## src/hdl/vrt_pkg.sv

```systemverilog
`timescale 1ns / 1ps
// ----------------------------------------------------------------------------
// vrt_pkg
// Shared types and constants of the voxel ray traversal block.
// ----------------------------------------------------------------------------
package vrt_pkg;

  localparam logic [31:0] DIST_MAX = 32'hFFFF_FFFF;

  localparam logic [1:0] AXIS_X = 2'd0;
  localparam logic [1:0] AXIS_Y = 2'd1;
  localparam logic [1:0] AXIS_Z = 2'd2;

  // controller to datapath
  typedef struct packed {
    logic       load;      // capture the ray on input transfer
    logic       setup;     // compute start voxels and load the dividers
    logic       div_run;   // one quotient bit per divider
    logic       init;      // take the distances from the dividers
    logic       step;      // walk one voxel into the output register
    logic [6:0] step_idx;
    logic       last;
  } cmd_t;

  // datapath to controller
  typedef struct packed {
    logic out_free;        // output register can take a result this cycle
  } sts_t;

endpackage

```

## src/hdl/vrt_div.sv

```systemverilog
`timescale 1ns / 1ps
// ----------------------------------------------------------------------------
// vrt_div
// Restoring unsigned divider, one quotient bit per cycle while run_i is high.
// ----------------------------------------------------------------------------
module vrt_div #(
  parameter int NUM_W = 31,
  parameter int DEN_W = 16
) (
  input  logic             clk_i,
  input  logic             load_i,
  input  logic             run_i,
  input  logic [NUM_W-1:0] num_i,
  input  logic [DEN_W-1:0] den_i,
  output logic [NUM_W-1:0] quo_o
);

  logic [DEN_W-1:0] rem_q, rem_d, den_q;
  logic [NUM_W-1:0] quo_q, quo_d;
  logic [DEN_W:0]   trial;

  always_comb begin
    trial = {rem_q, quo_q[NUM_W-1]};
    rem_d = rem_q;
    quo_d = quo_q;
    if (load_i) begin
      rem_d = '0;
      quo_d = num_i;
    end else if (run_i) begin
      if (trial >= {1'b0, den_q}) begin
        rem_d = DEN_W'(trial - {1'b0, den_q});
        quo_d = {quo_q[NUM_W-2:0], 1'b1};
      end else begin
        rem_d = trial[DEN_W-1:0];
        quo_d = {quo_q[NUM_W-2:0], 1'b0};
      end
    end
  end

  always_ff @(posedge clk_i) begin
    rem_q <= rem_d;
    quo_q <= quo_d;
    if (load_i) begin
      den_q <= den_i;
    end
  end

  assign quo_o = quo_q;

endmodule

```

## src/hdl/vrt_datapath.sv

```systemverilog
`timescale 1ns / 1ps
// ----------------------------------------------------------------------------
// vrt_datapath
// Ray registers, start voxel setup, six dividers, step logic and output register.
// ----------------------------------------------------------------------------
module vrt_datapath #(
  parameter int ORIGIN_FRAC_BITS = 8,
  parameter int DIR_FRAC_BITS    = 14
) (
  input  logic               clk_i,
  input  logic               rst_ni,
  input  vrt_pkg::cmd_t      cmd_i,
  output vrt_pkg::sts_t      sts_o,
  input  logic signed [23:0] origin_x_i,
  input  logic signed [23:0] origin_y_i,
  input  logic signed [23:0] origin_z_i,
  input  logic signed [15:0] dir_x_i,
  input  logic signed [15:0] dir_y_i,
  input  logic signed [15:0] dir_z_i,
  output logic               out_valid_o,
  input  logic               out_ready_i,
  output logic signed [15:0] voxel_x_o,
  output logic signed [15:0] voxel_y_o,
  output logic signed [15:0] voxel_z_o,
  output logic [1:0]         normal_axis_o,
  output logic               normal_negative_o,
  output logic [6:0]         step_index_o,
  output logic               last_o
);

  localparam int F     = ORIGIN_FRAC_BITS;
  localparam int NUM_W = 17 + DIR_FRAC_BITS;
  localparam int SHL   = 16 + DIR_FRAC_BITS - F;

  logic signed [23:0] org_q [3];
  logic signed [15:0] dir_q [3];
  logic signed [15:0] vox_q [3];
  logic               neg_q [3];
  logic               zero_q [3];
  logic [31:0]        tmax_q [3];
  logic [31:0]        tdel_q [3];

  logic [NUM_W-1:0] num_max [3];
  logic [NUM_W-1:0] num_del [3];
  logic [15:0]      ad [3];
  logic [NUM_W-1:0] quo_max [3];
  logic [NUM_W-1:0] quo_del [3];
  logic signed [15:0] vox_init [3];

  // start voxel and face distance per axis
  for (genvar a = 0; a < 3; a++) begin : g_axis
    logic [23:0]        mag;
    logic [24:0]        rsum;
    logic [24:0]        rmask;
    logic signed [26:0] vone;
    logic signed [26:0] face_s;
    logic [15:0]        r16;

    always_comb begin
      mag   = org_q[a][23] ? 24'(-org_q[a]) : 24'(org_q[a]);
      rsum  = {1'b0, mag} + 25'(1 << (F - 1));
      rmask = rsum & ~25'((1 << F) - 1);
      r16   = 16'(rsum >> F);
      vone  = org_q[a][23] ? -$signed({2'b00, rmask}) : $signed({2'b00, rmask});
      if (dir_q[a] > 16'sd0) begin
        face_s = vone + 27'sd0 + 27'(1 << (F - 1)) - 27'(org_q[a]);
      end else begin
        face_s = 27'(org_q[a]) - vone + 27'(1 << (F - 1));
      end
      if (face_s < 27'sd0) begin
        face_s = '0;
      end
      num_max[a]  = NUM_W'(face_s[F:0]) << SHL;
      num_del[a]  = NUM_W'(1) << (NUM_W - 1);
      ad[a]       = dir_q[a][15] ? 16'(-dir_q[a]) : 16'(dir_q[a]);
      vox_init[a] = org_q[a][23] ? -$signed(r16) : $signed(r16);
    end

    vrt_div #(.NUM_W(NUM_W), .DEN_W(16)) u_div_max (
      .clk_i (clk_i),
      .load_i(cmd_i.setup),
      .run_i (cmd_i.div_run),
      .num_i (num_max[a]),
      .den_i (ad[a]),
      .quo_o (quo_max[a])
    );

    vrt_div #(.NUM_W(NUM_W), .DEN_W(16)) u_div_del (
      .clk_i (clk_i),
      .load_i(cmd_i.setup),
      .run_i (cmd_i.div_run),
      .num_i (num_del[a]),
      .den_i (ad[a]),
      .quo_o (quo_del[a])
    );
  end

  function automatic logic [31:0] sat_q(input logic [NUM_W-1:0] q);
    logic [63:0] ext;
    ext = 64'(q);
    return (ext > 64'(vrt_pkg::DIST_MAX)) ? vrt_pkg::DIST_MAX : 32'(q);
  endfunction

  // axis choice, ties to z then y
  logic [1:0]  ax;
  logic [32:0] tsum;
  always_comb begin
    if (tmax_q[0] < tmax_q[1]) begin
      ax = (tmax_q[0] < tmax_q[2]) ? vrt_pkg::AXIS_X : vrt_pkg::AXIS_Z;
    end else begin
      ax = (tmax_q[1] < tmax_q[2]) ? vrt_pkg::AXIS_Y : vrt_pkg::AXIS_Z;
    end
    tsum = {1'b0, tmax_q[ax]} + {1'b0, tdel_q[ax]};
  end

  logic signed [15:0] vox_nx [3];
  always_comb begin
    for (int a = 0; a < 3; a++) begin
      vox_nx[a] = vox_q[a];
    end
    vox_nx[ax] = neg_q[ax] ? vox_q[ax] - 16'sd1 : vox_q[ax] + 16'sd1;
  end

  always_ff @(posedge clk_i) begin
    if (cmd_i.load) begin
      org_q[0] <= origin_x_i;
      org_q[1] <= origin_y_i;
      org_q[2] <= origin_z_i;
      dir_q[0] <= dir_x_i;
      dir_q[1] <= dir_y_i;
      dir_q[2] <= dir_z_i;
    end
    if (cmd_i.setup) begin
      for (int a = 0; a < 3; a++) begin
        vox_q[a]  <= vox_init[a];
        neg_q[a]  <= !(dir_q[a] > 16'sd0);
        zero_q[a] <= (dir_q[a] == 16'sd0);
      end
    end
    if (cmd_i.init) begin
      for (int a = 0; a < 3; a++) begin
        tmax_q[a] <= zero_q[a] ? vrt_pkg::DIST_MAX : sat_q(quo_max[a]);
        tdel_q[a] <= zero_q[a] ? vrt_pkg::DIST_MAX : sat_q(quo_del[a]);
      end
    end
    if (cmd_i.step) begin
      for (int a = 0; a < 3; a++) begin
        vox_q[a] <= vox_nx[a];
      end
      tmax_q[ax] <= tsum[32] ? vrt_pkg::DIST_MAX : tsum[31:0];
      voxel_x_o         <= vox_nx[0];
      voxel_y_o         <= vox_nx[1];
      voxel_z_o         <= vox_nx[2];
      normal_axis_o     <= ax;
      normal_negative_o <= !neg_q[ax];
      step_index_o      <= cmd_i.step_idx;
      last_o            <= cmd_i.last;
    end
  end

  logic out_valid_q;
  always_ff @(posedge clk_i or negedge rst_ni) begin
    if (!rst_ni) begin
      out_valid_q <= 1'b0;
    end else if (cmd_i.step) begin
      out_valid_q <= 1'b1;
    end else if (out_ready_i) begin
      out_valid_q <= 1'b0;
    end
  end

  assign out_valid_o     = out_valid_q;
  assign sts_o.out_free  = !out_valid_q || out_ready_i;

endmodule

```

## src/hdl/vrt_ctrl.sv

```systemverilog
`timescale 1ns / 1ps
// ----------------------------------------------------------------------------
// vrt_ctrl
// Sequencer: ray transfer, setup, division, walk over the step count.
// ----------------------------------------------------------------------------
module vrt_ctrl #(
  parameter int MAX_STEPS = 64,
  parameter int DIV_STEPS = 31
) (
  input  logic          clk_i,
  input  logic          rst_ni,
  input  logic          in_valid_i,
  output logic          in_ready_o,
  input  logic [6:0]    step_count_i,
  input  vrt_pkg::sts_t sts_i,
  output vrt_pkg::cmd_t cmd_o
);

  localparam logic [2:0] ST_IDLE  = 3'd0;
  localparam logic [2:0] ST_SETUP = 3'd1;
  localparam logic [2:0] ST_DIV   = 3'd2;
  localparam logic [2:0] ST_INIT  = 3'd3;
  localparam logic [2:0] ST_WALK  = 3'd4;

  localparam int DW = $clog2(DIV_STEPS + 1);

  logic [2:0]    state_q, state_d;
  logic [6:0]    cnt_q, cnt_d, k_q, k_d;
  logic [DW-1:0] div_q, div_d;

  always_comb begin
    state_d    = state_q;
    cnt_d      = cnt_q;
    k_d        = k_q;
    div_d      = div_q;
    in_ready_o = 1'b0;
    cmd_o      = '0;
    cmd_o.step_idx = k_q;
    cmd_o.last     = (k_q == cnt_q);
    unique case (state_q)
      ST_IDLE: begin
        in_ready_o = 1'b1;
        if (in_valid_i) begin
          cmd_o.load = 1'b1;
          cnt_d = (step_count_i > 7'(MAX_STEPS)) ? 7'(MAX_STEPS) : step_count_i;
          state_d = ST_SETUP;
        end
      end
      ST_SETUP: begin
        cmd_o.setup = 1'b1;
        div_d   = '0;
        state_d = ST_DIV;
      end
      ST_DIV: begin
        cmd_o.div_run = 1'b1;
        div_d = div_q + DW'(1);
        if (div_q == DW'(DIV_STEPS - 1)) begin
          state_d = ST_INIT;
        end
      end
      ST_INIT: begin
        cmd_o.init = 1'b1;
        k_d     = 7'd1;
        state_d = (cnt_q == 7'd0) ? ST_IDLE : ST_WALK;
      end
      ST_WALK: begin
        if (sts_i.out_free) begin
          cmd_o.step = 1'b1;
          k_d = k_q + 7'd1;
          if (k_q == cnt_q) begin
            state_d = ST_IDLE;
          end
        end
      end
      default: state_d = ST_IDLE;
    endcase
  end

  always_ff @(posedge clk_i or negedge rst_ni) begin
    if (!rst_ni) begin
      state_q <= ST_IDLE;
      cnt_q   <= '0;
      k_q     <= '0;
      div_q   <= '0;
    end else begin
      state_q <= state_d;
      cnt_q   <= cnt_d;
      k_q     <= k_d;
      div_q   <= div_d;
    end
  end

endmodule

```

## src/hdl/voxel_ray_traversal_top.sv

```systemverilog
`timescale 1ns / 1ps
// ----------------------------------------------------------------------------
// voxel_ray_traversal_top
// Fixed point 3D grid walk: one ray in, one result per voxel entered out.
// ----------------------------------------------------------------------------
//  channel | handshake              | payload
//  in      | in_valid_i/in_ready_o  | origin xyz Q16.8, dir xyz Q2.14, step_count
//  out     | out_valid_o/out_ready_i| voxel xyz, normal axis/sign, step_index, last
//
// a ray goes through transfer, setup, the bit-serial dividers (one quotient bit a
// cycle, six dividers in parallel), loading of the distances, then one voxel a
// cycle while the output does not stall
// in ready only while idle; the last result may still wait in the output register
// an output stall holds the walk, nothing is dropped
// reset clears the sequencer and output valid only
module voxel_ray_traversal_top #(
  parameter int MAX_STEPS        = 64,
  parameter int ORIGIN_FRAC_BITS = 8,
  parameter int DIR_FRAC_BITS    = 14
) (
  input  logic               clk_i,
  input  logic               rst_ni,
  input  logic               in_valid_i,
  output logic               in_ready_o,
  input  logic signed [23:0] origin_x_i,
  input  logic signed [23:0] origin_y_i,
  input  logic signed [23:0] origin_z_i,
  input  logic signed [15:0] dir_x_i,
  input  logic signed [15:0] dir_y_i,
  input  logic signed [15:0] dir_z_i,
  input  logic [6:0]         step_count_i,
  output logic               out_valid_o,
  input  logic               out_ready_i,
  output logic signed [15:0] voxel_x_o,
  output logic signed [15:0] voxel_y_o,
  output logic signed [15:0] voxel_z_o,
  output logic [1:0]         normal_axis_o,
  output logic               normal_negative_o,
  output logic [6:0]         step_index_o,
  output logic               last_o
);

  // dividend is 2^(16+D) at most, so this many quotient bits
  localparam int DIV_STEPS = 17 + DIR_FRAC_BITS;

  vrt_pkg::cmd_t cmd;
  vrt_pkg::sts_t sts;

  vrt_ctrl #(
    .MAX_STEPS(MAX_STEPS),
    .DIV_STEPS(DIV_STEPS)
  ) u_ctrl (
    .clk_i       (clk_i),
    .rst_ni      (rst_ni),
    .in_valid_i  (in_valid_i),
    .in_ready_o  (in_ready_o),
    .step_count_i(step_count_i),
    .sts_i       (sts),
    .cmd_o       (cmd)
  );

  vrt_datapath #(
    .ORIGIN_FRAC_BITS(ORIGIN_FRAC_BITS),
    .DIR_FRAC_BITS   (DIR_FRAC_BITS)
  ) u_datapath (
    .clk_i            (clk_i),
    .rst_ni           (rst_ni),
    .cmd_i            (cmd),
    .sts_o            (sts),
    .origin_x_i       (origin_x_i),
    .origin_y_i       (origin_y_i),
    .origin_z_i       (origin_z_i),
    .dir_x_i          (dir_x_i),
    .dir_y_i          (dir_y_i),
    .dir_z_i          (dir_z_i),
    .out_valid_o      (out_valid_o),
    .out_ready_i      (out_ready_i),
    .voxel_x_o        (voxel_x_o),
    .voxel_y_o        (voxel_y_o),
    .voxel_z_o        (voxel_z_o),
    .normal_axis_o    (normal_axis_o),
    .normal_negative_o(normal_negative_o),
    .step_index_o     (step_index_o),
    .last_o           (last_o)
  );

endmodule

```

## config.mk

```make
export PLATFORM = sky130hd
export DESIGN_NAME = voxel_ray_traversal_top
export DESIGN_NICKNAME = d
export VERILOG_FILES = /design/src/hdl/vrt_pkg.sv /design/src/hdl/vrt_div.sv /design/src/hdl/vrt_datapath.sv /design/src/hdl/vrt_ctrl.sv /design/src/hdl/voxel_ray_traversal_top.sv
export SDC_FILE = /design/constraint.sdc
export NUM_CORES = 2
export LEC_CHECK = 0
export BUFFER_PORTS_ARGS = -buffer_cell sky130_fd_sc_hd__buf_2
export CELL_PAD_IN_SITES_DETAIL_PLACEMENT = 2
export CELL_PAD_IN_SITES_GLOBAL_PLACEMENT = 2
export CORE_MARGIN = 4
export CORE_UTILIZATION = 45
export CTS_CLUSTER_SIZE = 16
export DETAILED_ROUTE_END_ITERATION = 10
export PLACE_DENSITY = 0.95
export SYNTH_ARGS = -nofsm -noshare
export SYNTH_HDL_FRONTEND = slang
export SYNTH_SLANG_ARGS = --single-unit
export TNS_END_PERCENT = 50
```

## constraint.sdc

```tcl
create_clock -name clk_i -period 21 [get_ports clk_i]
set_clock_uncertainty 0.05 [all_clocks]
set_input_delay 6.3 -clock clk_i [delete_from_list [all_inputs] [get_ports clk_i]]
set_output_delay 6.3 -clock clk_i [all_outputs]
set_load 0.01 [all_outputs]
```

==> flow_metrics.tcl <==
set metrics [dict create \
    grt_pass1_wl_um 353000 \
    cp_slowest_cell "nand2_1" \
    io_pins 192 \
    status "finished with violations" \
    die_x_um 335 \
    routed_wl_um 241000 \
    drt_first_pass_iters 6 \
    finalSetupTns_ns 0 \
    cts_tree "yes" \
    gr-usage-met3_pct 9.31 \
    syn_inst 4795 \
    p_total_w 0.0112 \
    worstSetupPathType "reg -> reg" \
    endpoint_kind "flop" \
    critPathBufInv 5 \
    die_area_sq_mm 0.112 \
    syn_area_sq_mm 0.0482 \
    cts_root_buf "clkbuf_16" \
    slew_headroom_pct -2.74 \
    dp_hpwl_um 145000 \
    hold_viol 0 \
    period_share_pct 58.4 \
    place.gp.congestion 0.915 \
    grt_pass1_vias 50796 \
    vias 45710 \
    synth_fp_nets 5404 \
    post-place-ws_ns 10.64 \
    syn-mean-instance-area_sq_um 10.0 \
    drv_slew 26 \
    rsz0062_at_grt "no" \
    total_leakage_power_nw 22.1 \
    final_cell_area_sq_mm 0.0536 \
    post_cts_buffers 0 \
    yosysMostFrequentCell "edfxtp_1" \
    crit_family "compound AO/OA/AOI/OAI gates" \
    antenna_found_initial 16 \
    ys_seq_area_share_pct 43.0 \
    gr-total-overflow 0 \
    crit_arrival_ns 12.72 \
    synthFlopType "edfxtp_1" \
    synth-async-reset-ratio_pct 2.96 \
    drc 0 \
    power_density_mw_per_mm2 208 \
    start_util_pct 45.5 \
    tightest_slew_ns 1.54 \
    grt_start_max_net_pins 180 \
    r2r_cells 29 \
    yosysUniqueCellTypes 106 \
    fin_ws_ns 8.73 \
    placed_cell_area_sq_mm 0.0505 \
    crit_fanout 44 \
    maxCapViolations 1 \
    die_h_um 335 \
    antenna_left 0 \
    viasPerCell 7.15 \
    cts-resized-gates 0 \
    yosys.area.top_type "edfxtp_1" \
    drt_iter0_drc 4948 \
    period_needed_ns 12.27 \
    startpoint_type "flop" \
    drive_gt1_share_pct 11.6 \
    numClockSinks 778 \
    synth.area.top_cells "edfxtp_1, ha_1, dfxtp_1" \
    clk_pin_slew_worst_paths_ns 0.08 \
    grt_util_met2_pct 70.9 \
    fin_nets 5526 \
    synth-seq-cells 778 \
    coreArea_sq_mm 0.106 \
    insertion_delay_ns 0.74 \
    synth_edf_count 500 \
    maxClockFrequency_mhz 81.5 \
    io_buffers 191 \
    clockBufferDepth 3 \
    met1_usage_pct 45.4 \
    critical_path.max_stage_delay_ns 1.14 \
    synthTopCellsByCount "edfxtp_1, ha_1, nand2_1" \
    cts_hold_buf 0 \
    yosys_warnings 0 \
    grt_use_total_pct 41.6 \
    areaGrowthSynthToFinish_pct 11.2 \
    crit_cells 29 \
    hold_slack_ns 0.462 \
    synth.top_cell.area_share_pct 31.2 \
    busiest_layer "met2" \
    cp.required_ns 21.45 \
    hold_depth 2 \
    peakVddDrop_v 0.000122 \
    h-tree-depth 3 \
    setup_violations 0 \
    r2r_slack_ns 8.73 \
    violations "capacitance limit, slew limit" \
    rows 119 \
    cts_made_buffers 90 \
    wl_per_cell_um 37.8 \
    holdCritPathClass "reg -> reg" \
]
[where the power goes]
| group | total (W) | internal, W | switching (W) |
|---|---|---|---|
| Sequential | 0.00268 | 0.00222 | 0.000458 |
| Clock | 0.00173 | 0.000937 | 0.000792 |
| Combinational | 0.00674 | 0.00207 | 0.00467 |
| Total | 0.0112 | 0.00523 | 0.00592 |
[routing by layer]
layer  wire, um  part of all wire [%]
met2     116000                    48
met5         59                 0.024
met4      21600                   9.0
met3      19400                   8.1
met1      84400                    35
[final cells by class]
| cell class | instances | area, sq um |
|---|---|---|
| Inverter | 328 | 1240 |
| Sequential cell | 778 | 20700 |
| Clock inverter | 41 | 410 |
| Antenna cell | 8 | 20.0 |
| Clock buffer | 127 | 2640 |
| Multi-Input combinational cell | 3493 | 25600 |
| Timing Repair Buffer | 226 | 1230 |
| Fill cell | 10629 | 52300 |
| Tap cell | 1391 | 1740 |
[layout by cell type (no fill, tap or decap), drive strengths merged, types with 35 or more instances in the layout]
| cell | count |
|---|---|
| a21o | 85 |
| a21oi | 331 |
| a22o | 178 |
| a31oi | 37 |
| buf | 226 |
| clkbuf | 127 |
| clkinv | 35 |
| dfxtp | 255 |
| edfxtp | 500 |
| ha | 470 |
| inv | 329 |
| mux2 | 40 |
| mux2i | 106 |
| nand2 | 345 |
| nand2b | 47 |
| nand3 | 54 |
| nand4 | 70 |
| nor2 | 305 |
| nor3 | 64 |
| o21ai | 272 |
| o22a | 75 |
| o22ai | 37 |
| o31ai | 39 |
| or2 | 121 |
| xnor2 | 251 |
| xor2 | 74 |
[worst reg2reg max path: cells and delay by family (launching register included)]
family	cells	cell delay (ns)
flops	1	0.46
compound gates	18	7.24
buf+inv	5	1.19
simple gates	4	2.32
fa+ha+maj	2	0.82
[cells by family after synthesis]
| family | count (synthesis) | synth area share, % |
|---|---|---|
| AO/OA/AOI/OAI | 1334 | 18.8 |
| XOR/XNOR | 325 | 5.95 |
| adder cells (fa/ha/maj) | 481 | 12.6 |
| buffers and inverters | 524 | 4.12 |
| flip-flops | 778 | 43.0 |
| multiplexers | 146 | 3.14 |
| AND/OR/NAND/NOR | 1207 | 12.5 |
[final timing paths]
path,from,to
max,u_datapath.tmax_q[1][27],u_datapath.tmax_q[0][6]
min,u_datapath.g_axis[1].u_div_del.rem_q[5],u_datapath.g_axis[1].u_div_del.rem_q[5]
max reg2reg,u_datapath.tmax_q[1][27],u_datapath.tmax_q[0][6]
min reg2reg,u_datapath.g_axis[1].u_div_del.rem_q[5],u_datapath.g_axis[1].u_div_del.rem_q[5]
max in group asynchronous,rst_ni,u_ctrl.state_q[0]
min in group asynchronous,rst_ni,u_ctrl.state_q[1]
[flip-flops by register name, indices dropped and copies added (netlist names), 16 cells and up]
register	flops
u_datapath.g_axis.u_div_del.quo_o	93
u_datapath.vox_q	48
u_datapath.tdel_q	96
u_datapath.g_axis.u_div_del.rem_q	48
u_datapath.tmax_q	96
u_datapath.voxel_x_o	16
u_datapath.g_axis.u_div_max.den_q	48
u_datapath.voxel_z_o	16
u_datapath.voxel_y_o	16
u_datapath.dir_q	48
u_datapath.org_q	72
u_datapath.g_axis.u_div_max.rem_q	48
u_datapath.g_axis.u_div_max.quo_o	93
[stage by stage]
stage / instances / util [%]
4_1_cts: 6384 / 50.6
2_1_floorplan: 4795 / -
6_report: 6392 / 50.6
3_3_place_gp: 6216 / 47.7
5_1_grt: 6385 / 50.6
3_5_place_dp: 6216 / 47.7
(Power assumes the default switching activity.)
